===== src/hw/rtl/vtt_pkg.sv =====
// shared types, constants and helper functions of the text terminal
// no dependencies
package vtt_pkg;

  localparam int ARG_BITS   = 16;
  localparam int ARG_WIDE   = ARG_BITS + 4;
  localparam int COORD_BITS = 8;
  localparam int SAT_W      = (ARG_BITS > COORD_BITS) ? ARG_BITS : COORD_BITS;
  localparam int BYTE_W     = 8;
  localparam int REG_W      = 8;
  localparam int CMPW       = ((COORD_BITS > REG_W) ? COORD_BITS : REG_W) + 1;
  localparam int OUT_W      = 8;
  localparam int CMD_W      = 3;
  localparam int CFG_AW     = 3;
  localparam int CFG_DW     = 32;
  localparam int MAX_CMDS   = 4;
  localparam int SLOT_W     = 2;
  localparam int QDEPTH     = 2;  // power of two
  localparam int QPTR_W     = $clog2(QDEPTH);
  localparam int QCNT_W     = QPTR_W + 1;

  localparam logic [ARG_BITS-1:0]   ARG_MAX   = {ARG_BITS{1'b1}};
  localparam logic [COORD_BITS-1:0] COORD_MAX = {COORD_BITS{1'b1}};

  localparam logic [REG_W-1:0] COLUMNS_RST = REG_W'(125);
  localparam logic [REG_W-1:0] ROWS_RST    = REG_W'(75);

  // register indexes on the config port
  typedef logic [0:0] reg_idx_t;
  localparam reg_idx_t REG_COLUMNS = 1'b0;
  localparam reg_idx_t REG_ROWS    = 1'b1;

  // stream characters
  localparam logic [BYTE_W-1:0] CH_ESC  = 8'h1B;
  localparam logic [BYTE_W-1:0] CH_LBR  = 8'h5B;
  localparam logic [BYTE_W-1:0] CH_SEMI = 8'h3B;
  localparam logic [BYTE_W-1:0] CH_H    = 8'h48;
  localparam logic [BYTE_W-1:0] CH_J    = 8'h4A;
  localparam logic [BYTE_W-1:0] CH_X    = 8'h58;
  localparam logic [BYTE_W-1:0] CH_NL   = 8'h0A;
  localparam logic [BYTE_W-1:0] CH_BS   = 8'h08;
  localparam logic [BYTE_W-1:0] CH_D0   = 8'h30;
  localparam logic [BYTE_W-1:0] CH_D9   = 8'h39;
  localparam logic [ARG_BITS-1:0] ARG_TWO = ARG_BITS'(2);

  typedef logic [CMD_W-1:0] cmd_code_t;
  localparam cmd_code_t CMD_GLYPH  = 3'd0;
  localparam cmd_code_t CMD_BACK   = 3'd1;
  localparam cmd_code_t CMD_CURSOR = 3'd2;
  localparam cmd_code_t CMD_SCROLL = 3'd3;
  localparam cmd_code_t CMD_CLRROW = 3'd4;
  localparam cmd_code_t CMD_CLRSCR = 3'd5;

  typedef struct packed {
    cmd_code_t               command;
    logic [COORD_BITS-1:0]   col;
    logic [COORD_BITS-1:0]   row;
    logic [BYTE_W-1:0]       glyph;
  } cmd_t;

  // all drawing commands caused by one byte, slot 0 first
  typedef struct packed {
    logic [SLOT_W-1:0]       last_slot;
    cmd_t [MAX_CMDS-1:0]     cmds;
  } plan_t;

  typedef struct packed {
    logic full;
    logic empty;
  } q_stat_t;

  function automatic cmd_t mk_cmd(input cmd_code_t code,
                                  input logic [COORD_BITS-1:0] col,
                                  input logic [COORD_BITS-1:0] row,
                                  input logic [BYTE_W-1:0] glyph);
    cmd_t c;
    c.command = code;
    c.col     = col;
    c.row     = row;
    c.glyph   = glyph;
    return c;
  endfunction

  function automatic logic [COORD_BITS-1:0] row_inc(input logic [COORD_BITS-1:0] r);
    return (r == COORD_MAX) ? r : r + COORD_BITS'(1);
  endfunction

  // a*10 + d, saturating
  function automatic logic [ARG_BITS-1:0] arg_step(input logic [ARG_BITS-1:0] a,
                                                   input logic [3:0] d);
    logic [ARG_WIDE-1:0] v;
    v = (ARG_WIDE'(a) << 3) + (ARG_WIDE'(a) << 1) + ARG_WIDE'(d);
    return (v > ARG_WIDE'(ARG_MAX)) ? ARG_MAX : v[ARG_BITS-1:0];
  endfunction

  function automatic logic [COORD_BITS-1:0] coord_sat(input logic [ARG_BITS-1:0] a);
    return (SAT_W'(a) > SAT_W'(COORD_MAX)) ? COORD_MAX : COORD_BITS'(a);
  endfunction

endpackage


===== src/hw/rtl/vtt_front.sv =====
// front end: escape parser and cursor tracking, builds at most one command plan per byte
// depends on vtt_pkg
module vtt_front (
  input  logic                          clk,
  input  logic                          rst_n,
  input  logic                          accept,
  input  logic [vtt_pkg::BYTE_W-1:0]    byte_req,
  input  logic [vtt_pkg::REG_W-1:0]     columns,
  input  logic [vtt_pkg::REG_W-1:0]     rows,
  output logic                          push,
  output vtt_pkg::plan_t                plan
);

  typedef enum logic [1:0] {PH_TEXT, PH_ESC, PH_ARG1, PH_ARG2} phase_t;

  phase_t                          phase_r, phase_nxt;
  logic [vtt_pkg::ARG_BITS-1:0]    arg_one_r, arg_one_nxt, arg_two_r, arg_two_nxt;
  logic [vtt_pkg::COORD_BITS-1:0]  cur_col_r, cur_col_nxt, cur_row_r, cur_row_nxt;
  logic [vtt_pkg::COORD_BITS-1:0]  shown_col_r, shown_col_nxt, shown_row_r, shown_row_nxt;
  logic                            raw_r, raw_nxt;

  // glyph placement
  logic                            gl_scroll, gl_wrap;
  logic [vtt_pkg::COORD_BITS-1:0]  gl_up, gl_col, gl_row, gl_ncol, gl_nrow, bs_col;
  logic [vtt_pkg::CMPW-1:0]        gl_col1, gl_limit;

  // printing a byte
  vtt_pkg::plan_t                  pr_plan, fin_plan;
  logic [vtt_pkg::COORD_BITS-1:0]  pr_col, pr_row;
  logic                            pr_show;
  logic                            digit, push_c;

  assign digit = (byte_req >= vtt_pkg::CH_D0) && (byte_req <= vtt_pkg::CH_D9);

  assign gl_scroll = vtt_pkg::CMPW'(cur_row_r) >= vtt_pkg::CMPW'(rows);
  assign gl_up     = (cur_row_r == '0) ? '0 : cur_row_r - vtt_pkg::COORD_BITS'(1);
  assign gl_col    = gl_scroll ? '0 : cur_col_r;
  assign gl_row    = gl_scroll ? gl_up : cur_row_r;
  assign gl_col1   = vtt_pkg::CMPW'(gl_col) + vtt_pkg::CMPW'(1);
  assign gl_limit  = (columns == '0) ? '0 : vtt_pkg::CMPW'(columns) - vtt_pkg::CMPW'(1);
  assign gl_wrap   = gl_col1 >= gl_limit;
  assign gl_ncol   = gl_wrap ? '0 : gl_col1[vtt_pkg::COORD_BITS-1:0];
  assign gl_nrow   = gl_wrap ? vtt_pkg::row_inc(gl_row) : gl_row;
  assign bs_col    = (cur_col_r == '0) ? '0 : cur_col_r - vtt_pkg::COORD_BITS'(1);

  always_comb begin
    pr_plan = '0;
    pr_col  = cur_col_r;
    pr_row  = cur_row_r;
    pr_show = 1'b0;
    if (raw_r) begin
      pr_plan.cmds[0] = vtt_pkg::mk_cmd(vtt_pkg::CMD_GLYPH, cur_col_r, cur_row_r, byte_req);
      pr_plan.cmds[1] = vtt_pkg::mk_cmd(vtt_pkg::CMD_BACK, shown_col_r, shown_row_r, '0);
      pr_plan.last_slot = vtt_pkg::SLOT_W'(1);
    end else if (byte_req == vtt_pkg::CH_BS) begin
      pr_plan.cmds[0] = vtt_pkg::mk_cmd(vtt_pkg::CMD_BACK, cur_col_r, cur_row_r, '0);
      pr_plan.cmds[1] = vtt_pkg::mk_cmd(vtt_pkg::CMD_BACK, bs_col, cur_row_r, '0);
      pr_plan.cmds[2] = vtt_pkg::mk_cmd(vtt_pkg::CMD_CURSOR, bs_col, cur_row_r, '0);
      pr_plan.last_slot = vtt_pkg::SLOT_W'(2);
      pr_col  = bs_col;
      pr_show = 1'b1;
    end else if (byte_req == vtt_pkg::CH_NL) begin
      pr_col  = '0;
      pr_row  = vtt_pkg::row_inc(cur_row_r);
      pr_plan.cmds[0] = vtt_pkg::mk_cmd(vtt_pkg::CMD_BACK, shown_col_r, shown_row_r, '0);
      pr_plan.cmds[1] = vtt_pkg::mk_cmd(vtt_pkg::CMD_CURSOR, '0, pr_row, '0);
      pr_plan.last_slot = vtt_pkg::SLOT_W'(1);
      pr_show = 1'b1;
    end else begin
      pr_col  = gl_ncol;
      pr_row  = gl_nrow;
      pr_show = 1'b1;
      if (gl_scroll) begin
        pr_plan.cmds[0] = vtt_pkg::mk_cmd(vtt_pkg::CMD_SCROLL, '0, '0, '0);
        pr_plan.cmds[1] = vtt_pkg::mk_cmd(vtt_pkg::CMD_CLRROW, '0, gl_up, '0);
        pr_plan.cmds[2] = vtt_pkg::mk_cmd(vtt_pkg::CMD_GLYPH, gl_col, gl_row, byte_req);
        pr_plan.cmds[3] = vtt_pkg::mk_cmd(vtt_pkg::CMD_CURSOR, gl_ncol, gl_nrow, '0);
        pr_plan.last_slot = vtt_pkg::SLOT_W'(3);
      end else begin
        pr_plan.cmds[0] = vtt_pkg::mk_cmd(vtt_pkg::CMD_GLYPH, gl_col, gl_row, byte_req);
        pr_plan.cmds[1] = vtt_pkg::mk_cmd(vtt_pkg::CMD_CURSOR, gl_ncol, gl_nrow, '0);
        pr_plan.last_slot = vtt_pkg::SLOT_W'(1);
      end
    end
  end

  always_comb begin
    phase_nxt     = phase_r;
    arg_one_nxt   = arg_one_r;
    arg_two_nxt   = arg_two_r;
    cur_col_nxt   = cur_col_r;
    cur_row_nxt   = cur_row_r;
    shown_col_nxt = shown_col_r;
    shown_row_nxt = shown_row_r;
    raw_nxt       = raw_r;
    fin_plan      = '0;
    push_c        = 1'b0;
    if (accept) begin
      unique case (phase_r) inside
        PH_ESC: begin
          if (byte_req == vtt_pkg::CH_LBR) begin
            phase_nxt = PH_ARG1;
          end else begin
            phase_nxt   = PH_TEXT;
            arg_one_nxt = '0;
            arg_two_nxt = '0;
          end
        end
        PH_ARG1, PH_ARG2: begin
          if (digit) begin
            if (phase_r == PH_ARG1) begin
              arg_one_nxt = vtt_pkg::arg_step(arg_one_r, byte_req[3:0]);
            end else begin
              arg_two_nxt = vtt_pkg::arg_step(arg_two_r, byte_req[3:0]);
            end
          end else if (byte_req == vtt_pkg::CH_SEMI) begin
            phase_nxt = PH_ARG2;
          end else begin
            phase_nxt   = PH_TEXT;
            arg_one_nxt = '0;
            arg_two_nxt = '0;
            if (byte_req == vtt_pkg::CH_H) begin
              cur_col_nxt = vtt_pkg::coord_sat(arg_one_r);
              cur_row_nxt = vtt_pkg::coord_sat(arg_two_r);
              fin_plan.cmds[0] = vtt_pkg::mk_cmd(vtt_pkg::CMD_BACK, shown_col_r,
                                                 shown_row_r, '0);
              push_c = 1'b1;
            end else if (byte_req == vtt_pkg::CH_J && phase_r == PH_ARG1 &&
                         arg_one_r == vtt_pkg::ARG_TWO) begin
              fin_plan.cmds[0] = vtt_pkg::mk_cmd(vtt_pkg::CMD_CLRSCR, '0, '0, '0);
              push_c = 1'b1;
            end else if (byte_req == vtt_pkg::CH_X) begin
              raw_nxt = 1'b1;
            end else if (byte_req == vtt_pkg::CH_ESC) begin
              phase_nxt = PH_ESC;
            end else begin
              cur_col_nxt = pr_col;
              cur_row_nxt = pr_row;
              if (pr_show) begin
                shown_col_nxt = pr_col;
                shown_row_nxt = pr_row;
              end
              fin_plan = pr_plan;
              push_c   = 1'b1;
            end
          end
        end
        default: begin
          if (byte_req == vtt_pkg::CH_ESC) begin
            phase_nxt = PH_ESC;
          end else begin
            cur_col_nxt = pr_col;
            cur_row_nxt = pr_row;
            if (pr_show) begin
              shown_col_nxt = pr_col;
              shown_row_nxt = pr_row;
            end
            fin_plan = pr_plan;
            push_c   = 1'b1;
          end
        end
      endcase
    end
  end

  assign push = push_c;
  assign plan = fin_plan;

  always_ff @(posedge clk) begin
    if (!rst_n) begin
      phase_r     <= PH_TEXT;
      arg_one_r   <= '0;
      arg_two_r   <= '0;
      cur_col_r   <= '0;
      cur_row_r   <= '0;
      shown_col_r <= '0;
      shown_row_r <= '0;
      raw_r       <= 1'b0;
    end else begin
      phase_r     <= phase_nxt;
      arg_one_r   <= arg_one_nxt;
      arg_two_r   <= arg_two_nxt;
      cur_col_r   <= cur_col_nxt;
      cur_row_r   <= cur_row_nxt;
      shown_col_r <= shown_col_nxt;
      shown_row_r <= shown_row_nxt;
      raw_r       <= raw_nxt;
    end
  end

endmodule


===== src/hw/rtl/vtt_queue.sv =====
// short plan queue between the parser front end and the command sequencer
// depends on vtt_pkg
module vtt_queue (
  input  logic              clk,
  input  logic              rst_n,
  input  logic              push,
  input  vtt_pkg::plan_t    push_plan,
  input  logic              pop,
  output vtt_pkg::plan_t    head,
  output vtt_pkg::q_stat_t  stat
);

  vtt_pkg::plan_t               slots_r [vtt_pkg::QDEPTH];
  logic [vtt_pkg::QPTR_W-1:0]   wr_ptr_r, rd_ptr_r;
  logic [vtt_pkg::QCNT_W-1:0]   count_r;

  assign head       = slots_r[rd_ptr_r];
  assign stat.full  = count_r == vtt_pkg::QCNT_W'(vtt_pkg::QDEPTH);
  assign stat.empty = count_r == '0;

  always_ff @(posedge clk) begin
    if (push) begin
      slots_r[wr_ptr_r] <= push_plan;
    end
  end

  always_ff @(posedge clk) begin
    if (!rst_n) begin
      wr_ptr_r <= '0;
      rd_ptr_r <= '0;
      count_r  <= '0;
    end else begin
      if (push) begin
        wr_ptr_r <= wr_ptr_r + vtt_pkg::QPTR_W'(1);
      end
      if (pop) begin
        rd_ptr_r <= rd_ptr_r + vtt_pkg::QPTR_W'(1);
      end
      case ({push, pop})
        2'b10:   count_r <= count_r + vtt_pkg::QCNT_W'(1);
        2'b01:   count_r <= count_r - vtt_pkg::QCNT_W'(1);
        default: count_r <= count_r;
      endcase
    end
  end

endmodule


===== src/hw/rtl/vtt_back.sv =====
// back end: walks the head plan one command per beat into the output register
// depends on vtt_pkg
module vtt_back (
  input  logic              clk,
  input  logic              rst_n,
  input  vtt_pkg::plan_t    head,
  input  vtt_pkg::q_stat_t  stat,
  input  logic              out_stall,
  output logic              pop,
  output logic              out_valid,
  output vtt_pkg::cmd_t     out_cmd,
  output logic              out_last
);

  logic [vtt_pkg::SLOT_W-1:0] slot_r;
  logic                       valid_r, last_r, load, is_last;
  vtt_pkg::cmd_t              cmd_r;

  assign load    = !stat.empty && (!valid_r || !out_stall);
  assign is_last = slot_r == head.last_slot;
  assign pop     = load && is_last;

  always_ff @(posedge clk) begin
    if (!rst_n) begin
      valid_r <= 1'b0;
      slot_r  <= '0;
    end else if (load) begin
      valid_r <= 1'b1;
      slot_r  <= is_last ? '0 : slot_r + vtt_pkg::SLOT_W'(1);
    end else if (!out_stall) begin
      valid_r <= 1'b0;
    end
  end

  always_ff @(posedge clk) begin
    if (load) begin
      cmd_r  <= head.cmds[slot_r];
      last_r <= is_last;
    end
  end

  assign out_valid = valid_r;
  assign out_cmd   = cmd_r;
  assign out_last  = last_r;

endmodule


===== src/hw/rtl/vt100_subset_text_terminal.sv =====
// top level of the character-cell text terminal: config registers, parser front end,
// plan queue and command sequencer; depends on vtt_pkg, vtt_front, vtt_queue, vtt_back
//
// usage
//   input channel: one stream byte per beat on in_byte_req, taken at an edge with
//   in_valid high and in_stall low. each byte yields zero to four drawing beats on
//   the output channel (glyph, background cell, cursor cell, scroll, clear row,
//   clear screen); out_last marks the final beat of a byte
//   path: the first beat of a byte reaches the output through the plan queue, then
//   the output register; further beats follow one per cycle while out_stall is low
//   throughput: the sequencer sends one beat per cycle while out_stall is low; a byte
//   causes at most four beats (scroll); the parser takes a byte every cycle while
//   the two-plan queue has room
//   bytes that draw nothing (escape bytes, arguments) never enter the queue
//   in_stall is high only when the plan queue is full
//   when out_stall is high the output register holds its beat and the queue
//   fills; the parser keeps taking bytes until the queue is full
//   reset (synchronous, active low): parser idle, cursor and shown cursor at
//   cell 0,0, cooked mode, columns 125, rows 75, queue and output empty
//   config: APB-style writes; columns at byte address 0, rows at 4; change
//   them only while the block is idle
module vt100_subset_text_terminal (
  input  logic                          clk,
  input  logic                          rst_n,
  // byte stream
  input  logic                          in_valid,
  output logic                          in_stall,
  input  logic [vtt_pkg::BYTE_W-1:0]    in_byte_req,
  // drawing commands
  output logic                          out_valid,
  input  logic                          out_stall,
  output logic [vtt_pkg::CMD_W-1:0]     out_command,
  output logic [vtt_pkg::OUT_W-1:0]     out_col,
  output logic [vtt_pkg::OUT_W-1:0]     out_row,
  output logic [vtt_pkg::BYTE_W-1:0]    out_glyph,
  output logic                          out_last,
  // register port
  input  logic                          psel,
  input  logic                          penable,
  input  logic                          pwrite,
  input  logic [vtt_pkg::CFG_AW-1:0]    paddr,
  input  logic [vtt_pkg::CFG_DW-1:0]    pwdata,
  output logic [vtt_pkg::CFG_DW-1:0]    prdata,
  output logic                          pready
);

  logic [vtt_pkg::REG_W-1:0] columns_r, rows_r;
  vtt_pkg::reg_idx_t         reg_idx;
  logic                      cfg_wr;

  vtt_pkg::plan_t            plan, head;
  vtt_pkg::q_stat_t          q_stat;
  vtt_pkg::cmd_t             cmd;
  logic                      accept, push, pop;

  // register port: always ready, index from the word address
  assign pready  = 1'b1;
  assign reg_idx = paddr[vtt_pkg::CFG_AW-1];
  assign cfg_wr  = psel && penable && pwrite && pready;

  always_ff @(posedge clk) begin
    if (!rst_n) begin
      columns_r <= vtt_pkg::COLUMNS_RST;
      rows_r    <= vtt_pkg::ROWS_RST;
    end else if (cfg_wr) begin
      unique case (reg_idx)
        vtt_pkg::REG_COLUMNS: columns_r <= pwdata[vtt_pkg::REG_W-1:0];
        vtt_pkg::REG_ROWS:    rows_r    <= pwdata[vtt_pkg::REG_W-1:0];
        default:              columns_r <= columns_r;
      endcase
    end
  end

  always_comb begin
    unique case (reg_idx)
      vtt_pkg::REG_COLUMNS: prdata = vtt_pkg::CFG_DW'(columns_r);
      vtt_pkg::REG_ROWS:    prdata = vtt_pkg::CFG_DW'(rows_r);
      default:              prdata = '0;
    endcase
  end

  // byte taken whenever the queue can hold its plan
  assign in_stall = q_stat.full;
  assign accept   = in_valid && !in_stall;

  vtt_front u_front (
    .clk      (clk),
    .rst_n    (rst_n),
    .accept   (accept),
    .byte_req (in_byte_req),
    .columns  (columns_r),
    .rows     (rows_r),
    .push     (push),
    .plan     (plan)
  );

  vtt_queue u_queue (
    .clk       (clk),
    .rst_n     (rst_n),
    .push      (push),
    .push_plan (plan),
    .pop       (pop),
    .head      (head),
    .stat      (q_stat)
  );

  vtt_back u_back (
    .clk       (clk),
    .rst_n     (rst_n),
    .head      (head),
    .stat      (q_stat),
    .out_stall (out_stall),
    .pop       (pop),
    .out_valid (out_valid),
    .out_cmd   (cmd),
    .out_last  (out_last)
  );

  // cell coordinates widened or cut to the port width
  assign out_command = cmd.command;
  assign out_col     = vtt_pkg::OUT_W'(cmd.col);
  assign out_row     = vtt_pkg::OUT_W'(cmd.row);
  assign out_glyph   = cmd.glyph;

endmodule


===== config.mk =====
export PLATFORM = sky130hd
export DESIGN_NAME = vt100_subset_text_terminal
export DESIGN_NICKNAME = d
export VERILOG_FILES = /design/src/hw/rtl/vtt_pkg.sv /design/src/hw/rtl/vtt_front.sv /design/src/hw/rtl/vtt_queue.sv /design/src/hw/rtl/vtt_back.sv /design/src/hw/rtl/vt100_subset_text_terminal.sv
export SDC_FILE = /design/constraint.sdc
export NUM_CORES = 1
export LEC_CHECK = 0
export BUFFER_PORTS_ARGS = -buffer_cell sky130_fd_sc_hd__buf_2
export CORE_MARGIN = 2
export CORE_UTILIZATION = 39
export DETAILED_ROUTE_END_ITERATION = 10
export GPL_ROUTABILITY_DRIVEN = 0
export PLACE_DENSITY = 0.67
export REMOVE_ABC_BUFFERS = 1
export SLEW_MARGIN = 20
export SYNTH_ARGS = -nofsm -noshare
export SYNTH_HDL_FRONTEND = slang
export SYNTH_SLANG_ARGS = --single-unit

===== constraint.sdc =====
create_clock -name clk -period 5.8 [get_ports clk]
set_input_delay 0.58 -clock clk [delete_from_list [all_inputs] [get_ports clk]]
set_output_delay 0.58 -clock clk [all_outputs]
set_load 0.02 [all_outputs]

==> results.cfg, run 1 <==
[sta]
fmax_mhz = 196.9
fin_crit_sh_pct = 87.58
timing.final.crit_period_ps = 5079
slew_violations = 0
setup_violators_final = 0
max_slew.worst_pin.slew_ps = 1120
layout_setup_ws_ps = 720.6
setup_total_negative_slack_ps = 0
timing.clock.skew_ps = 13.90
relSlewSlack_pct = 24.85
setup_repair_after_global_routing_missed_its_margin = no
finalHoldWorstSlack_ps = 290.0
timing.final.hold_violations = 0

[setup_path]
timing.critical_path.to_type = register
reg2reg_setup_slack_ps = 720
critical_path_class = register to register
startpoint_type = register
crit-reg2reg-capture = u_front.cur_col_r[3]
cpPeakStageDelay_ps = 650
rr_worst_depth = 21
arrival_ps = 5530
critical_path_peak_fanout = 17
cp-startpoint = u_front.cur_row_r[5]
cp_cell_sequence = ha_1, a211oi_1, o21bai_1, a31oi_1, nand2_1, inv_1, ha_1, nand3_1, xor2_1, nor2_1, ha_1, a21oi_1, o21ai_0, a21oi_1, o21ai_1, buf_4, nor2_1, a211oi_1, a21oi_1, o221ai_1, a21boi_0
critical_path.reg2reg.startpoint = u_front.cur_row_r[5]
worst-endpoint-required_ps = 6250
critical-path-slowest-cell = dfxtp_1

[placement]
place_area_um2 = 17410
dp.cells = 2081
preCtsSetupSlack_ps = 780.6
hpwlAfterDp_mm = 28.44
buffer_ports.inserted = 61

[finish]
final_common_cell = edfxtp_1
post_route_cell_area_um2 = 18530
layout.nets = 1720
multi_input_comb_area_um2 = 8083
seqCellArea_um2 = 7950
areaGrowthSynthToFinish_pct = 11.65
fin_util_pct = 44.18
fillers = 3858
layout.cells.non_filler = 2142
most-common-layout-cells = edfxtp_1, nand2_1, nor2_1, dfxtp_1, ha_1
layout-drive-gt1-share_pct = 15.03
num_antenna_cells = 0

[synth]
synth_adder_area_share_pct = 7.116
synth_top_family_by_area = compound AO/OA/AOI/OAI gates
synth-seq-area-share_pct = 47.89
ys_seq_elements = 295
synth_enable_flop_cells = 204
synth-main-ff-cell = edfxtp_1
synth.cell_area_um2 = 16600
avgSynthCellArea_um2 = 10.80
synthDominantAreaCellType = edfxtp_1
yosysUniqueCellTypes = 85
synthTopCellsByArea = edfxtp_1, dfxtp_1, ha_1
synth_compound_gate_area_share_pct = 15.33
synth.mux.area_fraction_pct = 8.489
yosysWarnings = 0
mapped_cells = 1537
postSynth.asyncResetShare_pct = 0
post_synth_xor_area_fraction_pct = 2.322
synth_simple_gate_area_share_pct = 14.41
synthDominantCellAreaShare_pct = 36.91

[detailed_routing]
post_drt_wl_per_cell_um = 19.42
drc = 0
dr_vias = 12590
drt_pass1_iterations = 5
viasPerCell = 5.879
drt_first_iter_violations = 1167
final_wirelength_mm = 41.59
route.antenna.remaining_nets = 0

[clock_tree]
cts_resized = 0
cts.reportedPaths.clkPinSlew_ps = 50
cts_inserted_buffers = 34
clk_path_buf_depth = 3
holdBufCountCts = 0
root_buffer_cell = clkbuf_16
clock_latency_ps = 520
clkSinkCount = 295
cts-htree-levels = 2
cts_setup_buffers = 0
cts_tree = done

[power_and_ir_drop]
power_report.internal_total_mw = 4.928
power.switching_mw = 2.347
power.static_leakage_nw = 7.127
pwr-share-clk_pct = 29.6
power_switching_share_pct = 32.26
power_per_cell_area_nw_per_um2 = 392.6
pwr-share-seq_pct = 40.3
part_of_the_power_in_combinational_logic_pct = 30.1
irDropWorstVdd_v = 0.0001935
report.power.total_mw = 7.276

[floorplan]
floorplan.io_pins = 113
die_area_um2 = 44220
die-height_um = 210.3
floorplan.initialDensity_pct = 39.57
core-area_um2 = 41950
row_count = 75
die_w_um = 210.3

[global_routing]
grt_antenna_before_repair = 0
gr-total-overflow = 0
grt_usage_pct = 18.74
grt_start_max_net_pins = 90
first_pass_grt_wire_length_mm = 66.36
via_count_of_the_first_global_routing_pass = 12090

[worst_hold_path]
hold_path_startpoint = pwdata[2]
worst_hold_path_type = input pin to register
hold_end = columns_r[2]
hold_depth = 3

[run_status]
status = completed

[job]
max-cap-violations = 0
-- power by group through the flow --
stage                     combinational [mW]  sequential [mW]  clock [mW]
after detailed placement                2.18             2.98           0
after CTS                               2.19             2.94        2.21
final                                   2.19             2.93        2.15
after global routing                    2.38             2.98        2.28
after global placement                  2.14             2.96           0
after floorplan                         1.28             3.20           0
-- Yosys cell counts, types with 6 or more instances --
cell	count
nand3_1	44
o2111ai_1	6
o211ai_1	9
o21a_1	6
mux2i_1	8
a22oi_1	12
nor4_1	13
ha_1	88
buf_2	9
and2_1	34
o22ai_1	9
nor4b_1	7
nor2_1	110
edfxtp_1	204
or3_1	7
a21boi_0	35
o211a_1	9
xnor2_1	32
a22o_1	17
inv_1	44
o21ai_1	6
nor3b_1	6
buf_4	25
o21ai_0	59
nand2b_1	15
nor2b_1	24
dfxtp_1	91
or2_2	7
o221ai_1	15
a31oi_1	11
mux2_2	30
a21o_1	10
xor2_1	12
and3_1	13
a21oi_1	81
buf_1	10
mux4_2	44
nand4_1	13
a32oi_1	17
clkbuf_1	72
nand2_1	145
a211oi_1	16
nor3_1	44
-- final cells by class --
type / count / area share [%]
Multi-Input combinational cell: 1112 / 43.62
Timing Repair Buffer: 90 / 2.890
Tap cell: 539 / 3.639
Sequential cell: 295 / 42.90
Inverter: 45 / 0.9115
Clock buffer: 49 / 5.233
Clock inverter: 12 / 0.8102
-- worst max path at each step --
stage,slack [ps],cells after the start,to
2_1_floorplan,30,7,u_queue.slots_r[0][0]
3_3_place_gp,870,21,u_front.cur_col_r[3]
3_5_place_dp,780,21,u_front.cur_col_r[3]
4_1_cts,770,21,u_front.cur_col_r[5]
5_1_grt,230,21,u_front.cur_col_r[5]
6_report,720,21,u_front.cur_col_r[3]
-- worst max-delay path: cells and delay by family, from the launching register on --
kind,cells,cell delay (ps)
DFF,1,650
xor gates and xnor gates,1,180
AOI/OAI and AO/OA,11,1920
adders and majority gates,3,870
buffers and inverters,2,320
and+or+nand+nor,4,1040
-- flip-flops by register name, summed over array words and instances, names as in the netlist, 2 cells and up, named ones only --
register	cells
u_queue.slots_r	176
u_back.out_cmd	27
u_front.arg_one_r	16
u_front.arg_two_r	16
columns_r	8
rows_r	8
u_front.cur_col_r	8
u_front.cur_row_r	8
u_front.shown_col_r	8
u_front.shown_row_r	8
u_back.slot_r	2
u_front.phase_r	2
u_queue.count_r	2
-- metal layers --
metal  GRT usage [%]  wire, um  vias to the layer above
li1                -         -                     5842
met1           25.82     18100                     6169
met2           30.09     19430                      509
met3           3.367      3087                       73
met4           5.869       973                        0
met5               0         0                        -
-- cells by family (layout without fill, tap and decap cells) --
family	after synthesis	in the layout
and+or+nand+nor	493	493
AOI/OAI and AO/OA	365	365
DFF	295	295
buffers and inverters	164	196
adders and majority gates	92	92
muxes	82	82
xor gates and xnor gates	44	44
other	2	36
No activity file was read; power rests on OpenSTA's default activity.
==> run 2: changes to the inputs <==
--- a/config.mk
+++ b/config.mk
@@ -6,11 +6,12 @@
 export NUM_CORES = 1
 export LEC_CHECK = 0
 export BUFFER_PORTS_ARGS = -buffer_cell sky130_fd_sc_hd__buf_2
+export CAP_MARGIN = 15
 export CORE_MARGIN = 2
-export CORE_UTILIZATION = 39
+export CORE_UTILIZATION = 45
 export DETAILED_ROUTE_END_ITERATION = 10
 export GPL_ROUTABILITY_DRIVEN = 0
-export PLACE_DENSITY = 0.67
+export PLACE_DENSITY = 0.74
 export REMOVE_ABC_BUFFERS = 1
 export SLEW_MARGIN = 20
 export SYNTH_ARGS = -nofsm -noshare
==> run 2 against run 1 <==
Cell area decreased by 0.95%; first-iteration DRC count about the same; maximum frequency decreased by 4.9%; non-clock buffer count decreased by 5; setup slack got worse by 260 ps; count of clock-buffer cells in the layout decreased by 1; power decreased by 1.7%.
==> results.cfg, run 2 (synthesized netlist as in run 1, its figures left out) <==
[finish]
layout.nets = 1715
layout-drive-gt1-share_pct = 15.02
most-common-layout-cells = edfxtp_1, nand2_1, nor2_1, dfxtp_1, ha_1
largest_register_ff_count = 176
top_register = u_queue.slots_r
areaGrowthSynthToFinish_pct = 10.59
final_common_cell = edfxtp_1

[detailed_routing]
post_drt_wl_per_cell_um = 19.87
drt_first_iter_violations = 1166
drc = 0
final_wirelength_mm = 41.08
dr_vias = 12620
drt_pass1_iterations = 7
route.antenna.remaining_nets = 0
viasPerCell = 6.105

[power_and_ir_drop]
power.static_leakage_nw = 7.082
pwr-share-clk_pct = 28.6
power_per_cell_area_nw_per_um2 = 389.6
part_of_the_power_in_combinational_logic_pct = 30.3
power_report.internal_total_mw = 4.814
pwr-share-seq_pct = 41.1
power.switching_mw = 2.337
irDropWorstVdd_v = 0.0001785
report.power.total_mw = 7.151
power_switching_share_pct = 32.68

[placement]
buffer_ports.inserted = 61
hpwlAfterDp_mm = 28.38
preCtsSetupSlack_ps = 649.9

[clock_tree]
cts.reportedPaths.clkPinSlew_ps = 60
holdBufCountCts = 0
root_buffer_cell = clkbuf_16
cts_resized = 0
clock_latency_ps = 520
clkSinkCount = 295
cts_inserted_buffers = 34
cts_setup_buffers = 0
cts_tree = done
clk_path_buf_depth = 3
cts-htree-levels = 2

[global_routing]
grt_antenna_before_repair = 0
via_count_of_the_first_global_routing_pass = 12330
grt_usage_pct = 21.47
grt_start_max_net_pins = 69
first_pass_grt_wire_length_mm = 66.13
gr-total-overflow = 0

[sta]
timing.final.crit_period_ps = 5339
relSlewSlack_pct = 23.39
setup_repair_after_global_routing_missed_its_margin = no
slew_violations = 0
setup_violators_final = 0
fin_crit_sh_pct = 92.05
fmax_mhz = 187.3
layout_setup_ws_ps = 460.9
setup_total_negative_slack_ps = 0
max_slew.worst_pin.slew_ps = 1149
timing.clock.skew_ps = 21.98
timing.final.hold_violations = 0

[floorplan]
die-height_um = 196.1
row_count = 70
die_area_um2 = 38440
die_w_um = 196.1
core-area_um2 = 36430
floorplan.io_pins = 113
floorplan.initialDensity_pct = 45.55

[setup_path]
critical_path_peak_fanout = 17
worst-endpoint-required_ps = 6260
startpoint_type = register
timing.critical_path.to_type = register
critical_path_class = register to register
arrival_ps = 5800

[job]
max-cap-violations = 0

[run_status]
status = completed

[worst_hold_path]
worst_hold_path_type = input pin to register
run 2: changes by cell type in the layout (fill, tap and decap cells not counted), moves of 2 or more:
cell,before,now
inv_6,3,0
bufinv_16,3,1
buf_4,28,24
clkinv_4,0,2
clkinv_2,3,5
run 2: per-stage QoR:
step / cell area [um2] / utilization [%] / hold WS (ps) / instances
4_1_cts: 18350 / 50.35 / 279.3 / 2066
5_1_grt: 18350 / 50.37 / 299.2 / 2066
6_report: 18360 / 50.38 / 286.0 / 2067
3_3_place_gp: 17270 / 47.39 / 452.4 / 2005
3_5_place_dp: 17270 / 47.41 / 472.4 / 2005
2_1_floorplan: 16160 / - / 443.8 / 1452
run 2: worst paths after layout:
kind                          start                      to  slack (ps)  cells past startpoint
min                       pwdata[3]            columns_r[3]         290                      3
max            u_front.cur_row_r[0]    u_front.cur_col_r[2]         460                     21
min reg2reg  u_front.shown_row_r[3]  u_front.shown_row_r[3]         480                      2
max reg2reg    u_front.cur_row_r[0]    u_front.cur_col_r[2]         460                     21
run 2: cell type report:
cell class,count,area (um2)
Antenna cell,1,2.502
Clock buffer,48,948.4
Clock inverter,13,123.9
Fill cell,3211,18080
Inverter,45,168.9
Multi-Input combinational cell,1112,8088
Sequential cell,295,7953
Tap cell,468,585.6
Timing Repair Buffer,85,485.5
run 2: power by group through the flow:
stage | clock network (mW) | registers [mW] | logic, mW
global placement | 0 | 2.97 | 2.11
finish | 2.05 | 2.94 | 2.16
floorplan | 0 | 3.20 | 1.28
detailed placement | 0 | 2.98 | 2.15
global route | 2.17 | 2.98 | 2.35
CTS | 2.08 | 2.94 | 2.16
run 2: layer usage:
layer / global-route usage, % / share of wire, % / wire length (um) / up-vias
met1: 28.13 / 42 / 17140 / 6156
met5: 0 / 0 / 0 / -
met4: 8.502 / 3.6 / 1481 / 0
met3: 3.713 / 6.8 / 2779 / 109
li1: - / - / - / 5827
met2: 35.59 / 48 / 19680 / 527
run 2: worst max-delay path, cell delays in order, from the launching register on:
cell	delay (ps)
dfxtp_1	660
inv_1	230
ha_1	320
nand2b_1	140
a2111o_1	450
a31o_2	380
nor2_1	130
ha_1	210
nand3_1	100
xor2_1	170
nor2_1	170
ha_1	270
a21oi_1	150
o21ai_0	110
a21oi_1	170
o21ai_1	100
buf_4	210
nor2_1	460
a21boi_0	340
a31oi_1	270
o2111ai_1	140
nand2_1	90
